File: src/rtl/core/ota_pkg.sv
// Shared types, codes and defaults for the oscillator trim autotuner.
package ota_pkg;

    localparam int PERIOD_BITS_DEFAULT      = 24;
    localparam int MAX_AVERAGE_LOG2_DEFAULT = 7;

    localparam int SUM_BITS     = 32;
    localparam int TRIM_BITS    = 6;
    localparam int AVERAGE_BITS = 24;
    localparam int COUNT_BITS   = 8;
    localparam int SHIFT_BITS   = 3;
    localparam int WINDOW_BITS  = 24;
    localparam int CFG_DATA_BITS  = 24;
    localparam int CFG_INDEX_BITS = 3;

    typedef enum logic [1:0] {
        CMD_START    = 2'd0,
        CMD_PERIOD   = 2'd1,
        CMD_OVERFLOW = 2'd2,
        CMD_NONE     = 2'd3
    } command_t;

    typedef enum logic [1:0] {
        ST_IDLE   = 2'd0,
        ST_TUNING = 2'd1,
        ST_OK     = 2'd2,
        ST_FAIL   = 2'd3
    } status_t;

    typedef enum logic [CFG_INDEX_BITS-1:0] {
        CFG_AVERAGE_SHIFT = 3'd0,
        CFG_WINDOW_MAX    = 3'd1,
        CFG_WINDOW_MIN    = 3'd2,
        CFG_TRIM_UPPER    = 3'd3,
        CFG_TRIM_LOWER    = 3'd4,
        CFG_ROUND_COUNT   = 3'd5
    } cfg_index_t;

    localparam logic [SHIFT_BITS-1:0]        AVERAGE_SHIFT_RESET = 3'd3;
    localparam logic [WINDOW_BITS-1:0]       WINDOW_MAX_RESET    = 24'hFFFFFF;
    localparam logic [WINDOW_BITS-1:0]       WINDOW_MIN_RESET    = 24'h000000;
    localparam logic signed [TRIM_BITS-1:0]  TRIM_UPPER_RESET    = 6'sd31;
    localparam logic signed [TRIM_BITS-1:0]  TRIM_LOWER_RESET    = -6'sd32;
    localparam logic [COUNT_BITS-1:0]        ROUND_COUNT_RESET   = 8'd8;

endpackage

File: src/rtl/core/ota_req_if.sv
// Request channel of the trim autotuner: command and captured period.
interface ota_req_if #(
    parameter int PERIOD_BITS = ota_pkg::PERIOD_BITS_DEFAULT
);
    logic                   valid;
    logic                   ready;
    logic [1:0]             command;
    logic [PERIOD_BITS-1:0] period;

    modport source (output valid, output command, output period, input ready);
    modport sink   (input valid, input command, input period, output ready);
endinterface

File: src/rtl/core/ota_res_if.sv
// Result channel of the trim autotuner: trim, status and round average.
interface ota_res_if;
    logic                              valid;
    logic                              ready;
    logic signed [ota_pkg::TRIM_BITS-1:0] trim_value;
    logic [1:0]                        status;
    logic                              trim_changed;
    logic                              average_valid;
    logic [ota_pkg::AVERAGE_BITS-1:0]  average;

    modport source (output valid, output trim_value, output status, output trim_changed,
                    output average_valid, output average, input ready);
    modport sink   (input valid, input trim_value, input status, input trim_changed,
                    input average_valid, input average, output ready);
endinterface

File: src/rtl/core/oscillator_trim_autotune.sv
// Oscillator trim autotuner: averages captured periods and steps a signed trim.
//
// Usage: each request carries a command (start, captured period, timer
// overflow) and a period. Every request yields exactly one result holding
// the trim after the request, the run status, a trim-step flag and, when a
// round completes, the round average.
// A request is taken in the cycle it is offered whenever the result
// register is empty or is being emptied in the same cycle, so one request
// per cycle is sustained. The result is registered and appears in the
// cycle after acceptance; the state update and result are computed
// combinationally by one 32-bit add, a barrel shift and the window compares.
// When the receiver stalls, the result is held and ready drops until it
// is taken; no result is lost.
// Configuration must be written through cfg_we/cfg_index/cfg_data only while
// no request is in flight (unenforced); writes to unknown indexes are dropped.
// Reset: the trim, sum and counters clear, status is idle, the result
// register is empty and the configuration returns to its defaults.
module oscillator_trim_autotune #(
    parameter int PERIOD_BITS      = ota_pkg::PERIOD_BITS_DEFAULT,
    parameter int MAX_AVERAGE_LOG2 = ota_pkg::MAX_AVERAGE_LOG2_DEFAULT
) (
    input  logic                                 clk,
    input  logic                                 rst_n,
    input  logic                                 cfg_we,
    input  logic [ota_pkg::CFG_INDEX_BITS-1:0]   cfg_index,
    input  logic [ota_pkg::CFG_DATA_BITS-1:0]    cfg_data,
    ota_req_if.sink                              request,
    ota_res_if.source                            result
);

    localparam int EFF_BITS = 4;
    localparam logic [EFF_BITS-1:0] MAX_SHIFT = EFF_BITS'(MAX_AVERAGE_LOG2);

    // configuration
    logic [ota_pkg::SHIFT_BITS-1:0]         average_shift_reg;
    logic [ota_pkg::WINDOW_BITS-1:0]        window_max_reg;
    logic [ota_pkg::WINDOW_BITS-1:0]        window_min_reg;
    logic signed [ota_pkg::TRIM_BITS-1:0]   trim_upper_reg;
    logic signed [ota_pkg::TRIM_BITS-1:0]   trim_lower_reg;
    logic [ota_pkg::COUNT_BITS-1:0]         round_count_reg;

    // run state
    logic signed [ota_pkg::TRIM_BITS-1:0]   trim_reg, trim_next;
    logic [ota_pkg::SUM_BITS-1:0]           period_sum_reg, period_sum_next;
    logic [ota_pkg::COUNT_BITS-1:0]         samples_left_reg, samples_left_next;
    logic [ota_pkg::COUNT_BITS-1:0]         rounds_left_reg, rounds_left_next;
    ota_pkg::status_t                       run_status_reg, run_status_next;

    // result register
    logic                                   out_valid_reg;
    logic                                   changed_reg, changed_next;
    logic                                   avg_valid_reg, avg_valid_next;
    logic [ota_pkg::AVERAGE_BITS-1:0]       average_reg, average_next;

    logic                                   accept;
    logic [PERIOD_BITS-1:0]                 period_in;
    logic [EFF_BITS-1:0]                    eff_shift;
    logic [ota_pkg::COUNT_BITS-1:0]         samples_reload;
    logic [ota_pkg::SUM_BITS-1:0]           sum_add;
    logic [ota_pkg::COUNT_BITS-1:0]         samples_dec;
    logic [ota_pkg::COUNT_BITS-1:0]         rounds_dec;
    logic [ota_pkg::SUM_BITS-1:0]           avg_full;
    ota_pkg::command_t                      cmd;

    assign request.ready = !out_valid_reg || result.ready;
    assign accept        = request.valid && request.ready;
    assign cmd           = ota_pkg::command_t'(request.command);
    assign period_in     = request.period;

    assign eff_shift = ({1'b0, average_shift_reg} > MAX_SHIFT)
                       ? MAX_SHIFT : {1'b0, average_shift_reg};
    // the shift never exceeds seven, so a reload of up to 128 fits 8 bits
    assign samples_reload = ota_pkg::COUNT_BITS'(9'd1 << eff_shift);
    assign sum_add        = period_sum_reg + ota_pkg::SUM_BITS'(period_in);
    assign samples_dec    = samples_left_reg - 8'd1;
    assign rounds_dec     = rounds_left_reg - 8'd1;
    assign avg_full       = sum_add >> eff_shift;

    always_comb
    begin
        trim_next         = trim_reg;
        period_sum_next   = period_sum_reg;
        samples_left_next = samples_left_reg;
        rounds_left_next  = rounds_left_reg;
        run_status_next   = run_status_reg;
        changed_next      = 1'b0;
        avg_valid_next    = 1'b0;
        average_next      = '0;

        case (cmd)
            ota_pkg::CMD_START:
            begin
                run_status_next   = ota_pkg::ST_TUNING;
                rounds_left_next  = round_count_reg;
                period_sum_next   = '0;
                samples_left_next = samples_reload;
            end
            ota_pkg::CMD_PERIOD:
            begin
                if (run_status_reg == ota_pkg::ST_TUNING)
                begin
                    period_sum_next   = sum_add;
                    samples_left_next = samples_dec;
                    if (samples_dec == '0)
                    begin
                        avg_valid_next = 1'b1;
                        average_next   = avg_full[ota_pkg::AVERAGE_BITS-1:0];
                        if (avg_full > ota_pkg::SUM_BITS'(window_max_reg))
                        begin
                            if (trim_reg > trim_lower_reg)
                            begin
                                trim_next    = trim_reg - 6'sd1;
                                changed_next = 1'b1;
                            end
                        end
                        else if (avg_full < ota_pkg::SUM_BITS'(window_min_reg))
                        begin
                            if (trim_reg < trim_upper_reg)
                            begin
                                trim_next    = trim_reg + 6'sd1;
                                changed_next = 1'b1;
                            end
                        end
                        rounds_left_next = rounds_dec;
                        if (rounds_dec == '0)
                        begin
                            run_status_next = ota_pkg::ST_OK;
                            period_sum_next = '0;
                        end
                        else
                        begin
                            period_sum_next   = '0;
                            samples_left_next = samples_reload;
                        end
                    end
                end
            end
            ota_pkg::CMD_OVERFLOW:
            begin
                if (run_status_reg == ota_pkg::ST_TUNING)
                begin
                    run_status_next = ota_pkg::ST_FAIL;
                end
            end
            default:
            begin
                // drop unknown command, state unchanged
            end
        endcase
    end

    always_ff @(posedge clk or negedge rst_n)
    begin
        if (!rst_n)
        begin
            average_shift_reg <= ota_pkg::AVERAGE_SHIFT_RESET;
            window_max_reg    <= ota_pkg::WINDOW_MAX_RESET;
            window_min_reg    <= ota_pkg::WINDOW_MIN_RESET;
            trim_upper_reg    <= ota_pkg::TRIM_UPPER_RESET;
            trim_lower_reg    <= ota_pkg::TRIM_LOWER_RESET;
            round_count_reg   <= ota_pkg::ROUND_COUNT_RESET;
        end
        else if (cfg_we)
        begin
            unique case (cfg_index)
                ota_pkg::CFG_AVERAGE_SHIFT:
                    average_shift_reg <= cfg_data[ota_pkg::SHIFT_BITS-1:0];
                ota_pkg::CFG_WINDOW_MAX:
                    window_max_reg <= cfg_data[ota_pkg::WINDOW_BITS-1:0];
                ota_pkg::CFG_WINDOW_MIN:
                    window_min_reg <= cfg_data[ota_pkg::WINDOW_BITS-1:0];
                ota_pkg::CFG_TRIM_UPPER:
                    trim_upper_reg <= $signed(cfg_data[ota_pkg::TRIM_BITS-1:0]);
                ota_pkg::CFG_TRIM_LOWER:
                    trim_lower_reg <= $signed(cfg_data[ota_pkg::TRIM_BITS-1:0]);
                ota_pkg::CFG_ROUND_COUNT:
                    round_count_reg <= cfg_data[ota_pkg::COUNT_BITS-1:0];
                default:
                begin
                    // drop writes to unknown indexes
                end
            endcase
        end
    end

    always_ff @(posedge clk or negedge rst_n)
    begin
        if (!rst_n)
        begin
            trim_reg         <= '0;
            period_sum_reg   <= '0;
            samples_left_reg <= '0;
            rounds_left_reg  <= '0;
            run_status_reg   <= ota_pkg::ST_IDLE;
            out_valid_reg    <= 1'b0;
        end
        else
        begin
            if (accept)
            begin
                trim_reg         <= trim_next;
                period_sum_reg   <= period_sum_next;
                samples_left_reg <= samples_left_next;
                rounds_left_reg  <= rounds_left_next;
                run_status_reg   <= run_status_next;
                out_valid_reg    <= 1'b1;
            end
            else if (result.ready)
            begin
                out_valid_reg <= 1'b0;
            end
        end
    end

    // result payload, loaded with each accepted request
    always_ff @(posedge clk)
    begin
        if (accept)
        begin
            changed_reg   <= changed_next;
            avg_valid_reg <= avg_valid_next;
            average_reg   <= average_next;
        end
    end

    // trim and status registers hold the post-request values directly
    assign result.valid         = out_valid_reg;
    assign result.trim_value    = trim_reg;
    assign result.status        = run_status_reg;
    assign result.trim_changed  = changed_reg;
    assign result.average_valid = avg_valid_reg;
    assign result.average       = average_reg;

endmodule
File: src/flat_wrapper.sv
// flat-port wrapper written by rule: the top's interface ports become plain ports
module oscillator_trim_autotune_flat 
#(
    parameter int PERIOD_BITS      = ota_pkg::PERIOD_BITS_DEFAULT,
    parameter int MAX_AVERAGE_LOG2 = ota_pkg::MAX_AVERAGE_LOG2_DEFAULT
)
  (clk, rst_n, cfg_we, cfg_index, cfg_data, request_valid, request_command, request_period, request_ready, result_valid, result_trim_value, result_status, result_trim_changed, result_average_valid, result_average, result_ready);
  ota_req_if #(.PERIOD_BITS(PERIOD_BITS)) request_i ();
  ota_res_if result_i ();
  input  logic clk;
  input  logic rst_n;
  input  logic cfg_we;
  input  logic [ota_pkg::CFG_INDEX_BITS-1:0] cfg_index;
  input  logic [ota_pkg::CFG_DATA_BITS-1:0] cfg_data;
  input wire logic [$bits(request_i.valid)-1:0] request_valid;
  input wire logic [$bits(request_i.command)-1:0] request_command;
  input wire logic [$bits(request_i.period)-1:0] request_period;
  output wire logic [$bits(request_i.ready)-1:0] request_ready;
  output wire logic [$bits(result_i.valid)-1:0] result_valid;
  output wire logic [$bits(result_i.trim_value)-1:0] result_trim_value;
  output wire logic [$bits(result_i.status)-1:0] result_status;
  output wire logic [$bits(result_i.trim_changed)-1:0] result_trim_changed;
  output wire logic [$bits(result_i.average_valid)-1:0] result_average_valid;
  output wire logic [$bits(result_i.average)-1:0] result_average;
  input wire logic [$bits(result_i.ready)-1:0] result_ready;
  assign request_i.valid = request_valid;
  assign request_i.command = request_command;
  assign request_i.period = request_period;
  assign request_ready = request_i.ready;
  assign result_valid = result_i.valid;
  assign result_trim_value = result_i.trim_value;
  assign result_status = result_i.status;
  assign result_trim_changed = result_i.trim_changed;
  assign result_average_valid = result_i.average_valid;
  assign result_average = result_i.average;
  assign result_i.ready = result_ready;
  oscillator_trim_autotune #(.PERIOD_BITS(PERIOD_BITS), .MAX_AVERAGE_LOG2(MAX_AVERAGE_LOG2)) u_core (.clk(clk), .rst_n(rst_n), .cfg_we(cfg_we), .cfg_index(cfg_index), .cfg_data(cfg_data), .request(request_i), .result(result_i));
endmodule
File: config.mk
export PLATFORM = sky130hd
export DESIGN_NAME = oscillator_trim_autotune_flat
export DESIGN_NICKNAME = d
export VERILOG_FILES = /design/src/rtl/core/ota_pkg.sv /design/src/rtl/core/ota_req_if.sv /design/src/rtl/core/ota_res_if.sv /design/src/rtl/core/oscillator_trim_autotune.sv /design/src/flat_wrapper.sv
export SDC_FILE = /design/constraint.sdc
export NUM_CORES = 1
export LEC_CHECK = 0
export BUFFER_PORTS_ARGS = -buffer_cell sky130_fd_sc_hd__buf_2
export CAP_MARGIN = 20
export CELL_PAD_IN_SITES_DETAIL_PLACEMENT = 0
export CELL_PAD_IN_SITES_GLOBAL_PLACEMENT = 1
export CORE_ASPECT_RATIO = 1.25
export CORE_MARGIN = 2
export CORE_UTILIZATION = 47
export CTS_CLUSTER_DIAMETER = 200
export DETAILED_ROUTE_END_ITERATION = 12
export PLACE_DENSITY = 0.81
export SETUP_SLACK_MARGIN = 0.02
export SYNTH_ARGS = -nofsm -noshare
export SYNTH_HDL_FRONTEND = slang
export SYNTH_SLANG_ARGS = --single-unit
File: constraint.sdc
create_clock -name clk -period 9 [get_ports clk]
set_clock_uncertainty 0.15 [all_clocks]
set_input_delay 0.9 -clock clk [delete_from_list [all_inputs] [get_ports clk]]
set_output_delay 0.9 -clock clk [all_outputs]
set_load 0.05 [all_outputs]
==> results of run 1 <==
cell usage in the layout (no fill, tap or decap), types with 26 or more instances in the layout:
| cell | count |
|---|---|
| nand2_1 | 144 |
| o21ai_0 | 130 |
| ha_1 | 95 |
| dfrtp_1 | 95 |
| buf_2 | 93 |
| a21oi_1 | 80 |
| inv_1 | 78 |
| nor2_1 | 50 |
| mux2_2 | 33 |
| dfstp_2 | 33 |
| mux2i_1 | 32 |
| edfxtp_1 | 26 |
cells by family (layout without fill, tap and decap cells):
group	Yosys count	count (layout)
DFF	154	154
xor gates and xnor gates	41	41
adders and majority gates	97	97
AOI/OAI and AO/OA	336	336
buffers and inverters	138	215
muxes	69	69
and+or+nand+nor	322	322
per-stage QoR:
stage               cells  setup slack, ns  hold WS, ns  instance area [µm²]
finish               1517             1.30        0.336                11800
global route         1517            0.659        0.372                11800
CTS                  1515             1.37        0.343                11700
detailed placement   1483            0.925        0.328                11100
global placement     1483             1.12        0.316                11100
floorplan            1157             2.05        0.304                10500
critical path, delay by kind of cell:
family          cells  cell delay [ns]
compound gates     17             3.72
fa+ha+maj           4             1.34
xor+xnor            2             0.51
buf+inv             1             0.10
simple gates        5             0.70
mux                 3             0.59
power by group:
| part | switching, µW | internal, µW | total (µW) | leakage [µW] |
|---|---|---|---|---|
| sequential | 115 | 878 | 992 | 0.00181 |
| combinational | 1180 | 798 | 1970 | 0.00329 |
| clock | 305 | 435 | 739 | 0.000279 |
| total | 1600 | 2110 | 3710 | 0.00538 |
worst paths after layout:
kind | from | end | slack [ns] | cells past startpoint
max | request_period[0] | u_core.result.trim_value[5]$_DFFE_PN0P_ | 1.30 | 32
min | u_core.period_sum_reg[3]$_DFFE_PN0P_ | u_core.period_sum_reg[3]$_DFFE_PN0P_ | 0.34 | 2
max reg2reg | u_core.period_sum_reg[0]$_DFFE_PN0P_ | u_core.result.trim_value[5]$_DFFE_PN0P_ | 1.48 | 31
min reg2reg | u_core.period_sum_reg[3]$_DFFE_PN0P_ | u_core.period_sum_reg[3]$_DFFE_PN0P_ | 0.34 | 2
max in group asynchronous | rst_n | u_core.window_min_reg[0]$_DFFE_PN0P_ | 6.86 | 2
min in group asynchronous | rst_n | u_core.samples_left_reg[5]$_DFFE_PN0P_ | 0.39 | 1
layout make-up:
type	instances	area [µm²]
Clock inverter	12	149
Tap cell	283	354
Clock buffer	20	437
Timing Repair Buffer	102	553
Sequential cell	154	4030
Inverter	81	304
Fill cell	2048	10300
Multi-Input combinational cell	865	5950
routing by layer:
metal  up-vias  global-route usage, %
li1       4261                      -
met1      4143                   30.9
met2       184                   40.9
met3        54                   3.44
met4         0                   9.23
met5         -                      0
synthesized netlist by cell type, drive strengths merged, types with 4 or more instances:
cell type and count:
ha 95, nand3 13, mux2 36, and2 23, nor3 15, nand2 144
a21o 23, dfrtp 95, nor4 9, a31oi 9, o21ai 133, buf 6
a22o 19, a211oi 14, and3 5, nor3b 4, nor2b 8, a21boi 5
edfxtp 26, o21a 9, inv 79, a21oi 80, xor2 17, dfstp 33
nor2 51, mux2i 32, xnor2 24, or3 5, o21bai 4, nand2b 10
clkbuf 51, nand4 21, o22ai 9, o211ai 8
==> reports/qor.yml, run 1 <==
dp_hpwl_um: 20200
gp_routability_congestion: 0.889
fin_nets: 1376
finish.utilization_pct: 53.3
routedWlPerCell_um: 18.0
drtPass1Iterations: 6
crit_slowest_cell: "fa_1"
track_usage_pct: 24.1
ys_ff_latch: 154
fmax_mhz: 130
numPortBuffers: 93
start_util_pct: 47.5
clk_latency_ns: 0.44
crit_path_max_fanout: 8
worstPathRequired_ns: 9.17
finalSetupViolCount: 0
cts_tree: "done"
cp-end-kind: "register"
cts.sinks: 154
ios: 94
cts_root_buffer: "clkbuf_16"
relSlewSlack_pct: 39.1
critical_path_class: "input port to register"
synth_edf_count: 26
synth_top_family_by_area: "compound AO/OA/AOI/OAI gates"
cts_setup_buffers: 0
cts_buffers: 17
drive_gt1_share_pct: 17.3
grt_pass1_vias: 8363
synthesis.instances: 1157
finalCriticalPeriod_ns: 7.70
vias: 8642
netlist_area_um2: 10500
drc: 0
clk_pin_slew_worst_paths_ns: 0.06
routed_via_density: 5.70
die-area_um2: 23500
irDropWorstVdd_v: 0.000142
grt_max_degree: 66
powerDensity_nw_per_um2: 315
synth_top_cell_area_share_pct: 22.7
cp-start-kind: "input port"
ys_dominant_reg_cell: "dfrtp_1"
synth_xor_area_share_pct: 3.43
syn_to_final_growth_pct: 12.3
dr_wl_met3_um: 814
synth-simple-area-share_pct: 14.7
cap_violations: 0
grt_pass1_wl_um: 43500
synth_cell_type_count: 71
synth_compound_gate_area_share_pct: 19.5
ys_warn_count: 0
wl_met2_um: 13400
die_w_um: 138
tns_ns: 0
cts_resized: 0
initialDrtViolationCount: 564
min_path_type: "register to register"
fp.dieH_um: 171
cts_max_level: 4
rsz0062_at_grt: "no"
maxSlewViolCount: 0
async_reset_ff_share_pct: 83.1
fp-row-count: 61
worstMarginPinSlew_ns: 0.912
routed_wl_um: 27300
coreArea_um2: 22100
finalCritPeriodShare_pct: 85.6
overflow: 0
hold_buffers: 0
p_leak_uw: 0.00538
status: "finished, final reports clean"
synth_nets: 1312
m1WireLength_um: 12200
syn_area_per_cell_um2: 9.05
final_hold_viol_count: 0
netlist_top_cells_area: "dfrtp_1 (23%), ha_1 (11%), dfstp_2 (8.3%), edfxtp_1 (7.5%), o21ai_0 (6.2%)"
max_stage_delay_ns: 0.43
antenna_left: 0
synth_seq_area_share_pct: 38.4
synthAdderAreaFrac_pct: 11.7
synthMuxAreaShare_pct: 7.25
antenna_found_initial: 0
clk_path_buf_depth: 2
yosys.area.top_type: "dfrtp_1"
worst_ep_arrival_time_ns: 7.87
diodes: 0
power_uw: 3710
top_layer_used: "met4"
largest_reg_flops: 32
No activity file was read; power rests on OpenSTA's default activity.
==> inputs of run 2 (changes only) <==
Settings changed: CORE_UTILIZATION 47 to 48, CTS_BUF_LIST from default to sky130_fd_sc_hd__clkbuf_8, GPL_TIMING_DRIVEN from default to 0, HOLD_SLACK_MARGIN from default to 0.03, PLACE_DENSITY 0.81 to 0.83.
==> run 2 against run 1 <==
- power fell by 4.0%
- via count rose by 2.8%
- first-iteration DRC count rose by 16%
- combinational power rose by 4%
- routed wire length rose by 5.1%
- fmax fell by 4.2%
- utilization rose by 1.2 points
- highest routed layer unchanged
- setup slack got worse by 0.33 ns
- non-clock buffer count rose by 49
- clock power fell by 26%
- hold slack got worse by 0.16 ns
- clock-buffer cell count fell by 3
==> reports/qor.yml, run 2 (synthesis results as in run 1) <==
cts_buffers: 17  # unchanged
largest_reg_flops: 32  # unchanged
cap_violations: 0  # unchanged
cp-end-kind: "register"
syn_to_final_growth_pct: 11.8
final_cell_mix: "nand2_1 (144), o21ai_0 (130), ha_1 (95), dfrtp_1 (95), buf_2 (93)"
vias: 8883  # +2.8%
m1WireLength_um: 12200  # +0.13%
finalCritPeriodShare_pct: 89.3  # +3.7 points
clk_latency_ns: 0.49  # +0.05 ns
crit_path_max_fanout: 8  # unchanged
max_stage_delay_ns: 0.53  # +0.10 ns
p_int_uw: 1900  # -9.8%
antenna_left: 0  # unchanged
crit_slowest_cell: "a211oi_1"
initialDrtViolationCount: 654  # +16%
overflow: 0  # unchanged
relSlewSlack_pct: 29.0  # -10 points
clk_path_buf_depth: 2  # unchanged
powerDensity_nw_per_um2: 304  # -3.5%
die_w_um: 136  # -1.0%
switchingPower_uw: 1650  # +3.6%
cts_tree: "done"
fp-row-count: 60  # -1.6%
wl_met2_um: 14700  # +9.3%
dpl-instance-area_um2: 11300  # +1.6%
worst_ep_arrival_time_ns: 8.27  # +0.40 ns
cts_resized: 0  # unchanged
dr_wl_met3_um: 984  # +21%
grt_pass1_vias: 8879  # +6.2%
ios: 94  # unchanged
start_util_pct: 48.8  # +1.3 points
grt_max_degree: 87  # +32%
cp-start-kind: "input port"
cts_root_buffer: "clkbuf_8"
die-area_um2: 23000  # -2.0%
drc: 0  # unchanged
mostFrequentLayoutCell: "nand2_1"
final_cell_area_um2: 11700  # -0.52%
dp_hpwl_um: 22100  # +9.3%
critical_path_class: "input port to register"
worstMarginPinSlew_ns: 1.06  # +0.151 ns
finalSetupViolCount: 0  # unchanged
fin_nets: 1425  # +3.6%
maxSlewViolCount: 0  # unchanged
antenna_found_initial: 0  # unchanged
fp.dieH_um: 169  # -1.0%
worstPathRequired_ns: 9.24  # +0.07 ns
track_usage_pct: 25.8  # +1.7 points
top_layer_used: "met4"
drtPass1Iterations: 5  # -1
coreArea_um2: 21500  # -2.7%
hold_buffers: 0  # unchanged
p_leak_uw: 0.00532  # -1.1%
routed_via_density: 5.69  # -0.17%
cts_setup_buffers: 0  # unchanged
irDropWorstVdd_v: 0.000189  # +33%
gp_routability_congestion: 0.908  # +2.1%
numPortBuffers: 93  # unchanged
tns_ns: 0  # unchanged
swShare_pct: 46.5  # +3.4 points
final_hold_viol_count: 0  # unchanged
p_comb_share_pct: 57.6  # +4.3 points
routed_wl_um: 28700  # +5.1%
fmax_mhz: 124  # -4.2%
cts_max_level: 4  # unchanged
min_path_type: "input port to asynchronous set/reset pin"
seq_power_share_pct: 27.1  # +0.3 points
routedWlPerCell_um: 18.4  # +2.1%
grt_pass1_wl_um: 46000  # +5.8%
clk_pin_slew_worst_paths_ns: 0.10  # +0.04 ns
finalCriticalPeriod_ns: 8.04  # +0.335 ns
diodes: 0  # unchanged
rsz0062_at_grt: "no"
finish.utilization_pct: 54.5  # +1.2 points
status: "finished, final reports clean"
drive_gt1_share_pct: 16.1  # -1.2 points
ff2ff_path_depth: 31  # unchanged
cts.sinks: 154  # unchanged
power_uw: 3560  # -4.0%
p_clk_share_pct: 15.3  # -4.7 points
run 2: cell count changes in the layout (fill, tap and decap cells not counted), sizes merged:
cell	delta
clkbuf	+48
inv	+10
clkinv	-4
buf	-2
bufinv	-2
clkinvlp	-1
run 2: final timing paths:
| kind | from | end | slack (ns) |
|---|---|---|---|
| max | request_period[0] | u_core.result.trim_value[5]$_DFFE_PN0P_ | 0.96 |
| max in group asynchronous | rst_n | u_core.window_max_reg[22]$_DFFE_PN1P_ | 7.68 |
| min in group clk | u_core.period_sum_reg[9]$_DFFE_PN0P_ | u_core.period_sum_reg[9]$_DFFE_PN0P_ | 0.34 |
| min | rst_n | u_core.result.status[0]$_DFFE_PN0P_ | 0.18 |
| min reg2reg | u_core.period_sum_reg[9]$_DFFE_PN0P_ | u_core.period_sum_reg[9]$_DFFE_PN0P_ | 0.34 |
| max reg2reg | u_core.period_sum_reg[0]$_DFFE_PN0P_ | u_core.result.trim_value[5]$_DFFE_PN0P_ | 1.09 |
run 2: critical path: cells and delay by family:
kind,cells,cell delay (ns)
AOI/OAI and AO/OA,17,4.00
adders and majority gates,4,1.35
and+or+nand+nor,5,0.78
muxes,3,0.63
xor gates and xnor gates,2,0.52
buffers and inverters,1,0.10
run 2: power by group through the flow:
stage,logic (µW),registers [µW],clock network (µW)
detailed placement,2020,977,0
finish,2050,964,545
global placement,1980,971,0
CTS,2030,964,554
floorplan,1460,989,0
global route,2290,985,586
run 2: per-stage QoR:
stage	hold slack, ns	setup WS [ns]	cells
after global routing	0.211	0.487	1562
after global placement	0.316	0.556	1529
after floorplan	0.304	2.05	1157
after detailed placement	0.324	0.432	1530
after CTS	0.191	0.949	1562
final	0.180	0.965	1562
run 2: cell type report:
| cell class | instances | area (µm²) |
|---|---|---|
| buffer | 57 | 215 |
| clock buffer | 17 | 234 |
| clock inverter | 15 | 149 |
| fill | 2056 | 9760 |
| inverter | 81 | 304 |
| multi-input combinational | 865 | 5930 |
| sequential | 154 | 4030 |
| tap | 279 | 349 |
| timing repair buffer | 94 | 499 |
run 2: metal layers:
metal | track usage [%] | up-vias
li1 | - | 4348
met1 | 31.9 | 4283
met2 | 45.8 | 200
met3 | 3.29 | 52
met4 | 9.19 | 0
met5 | 0 | -
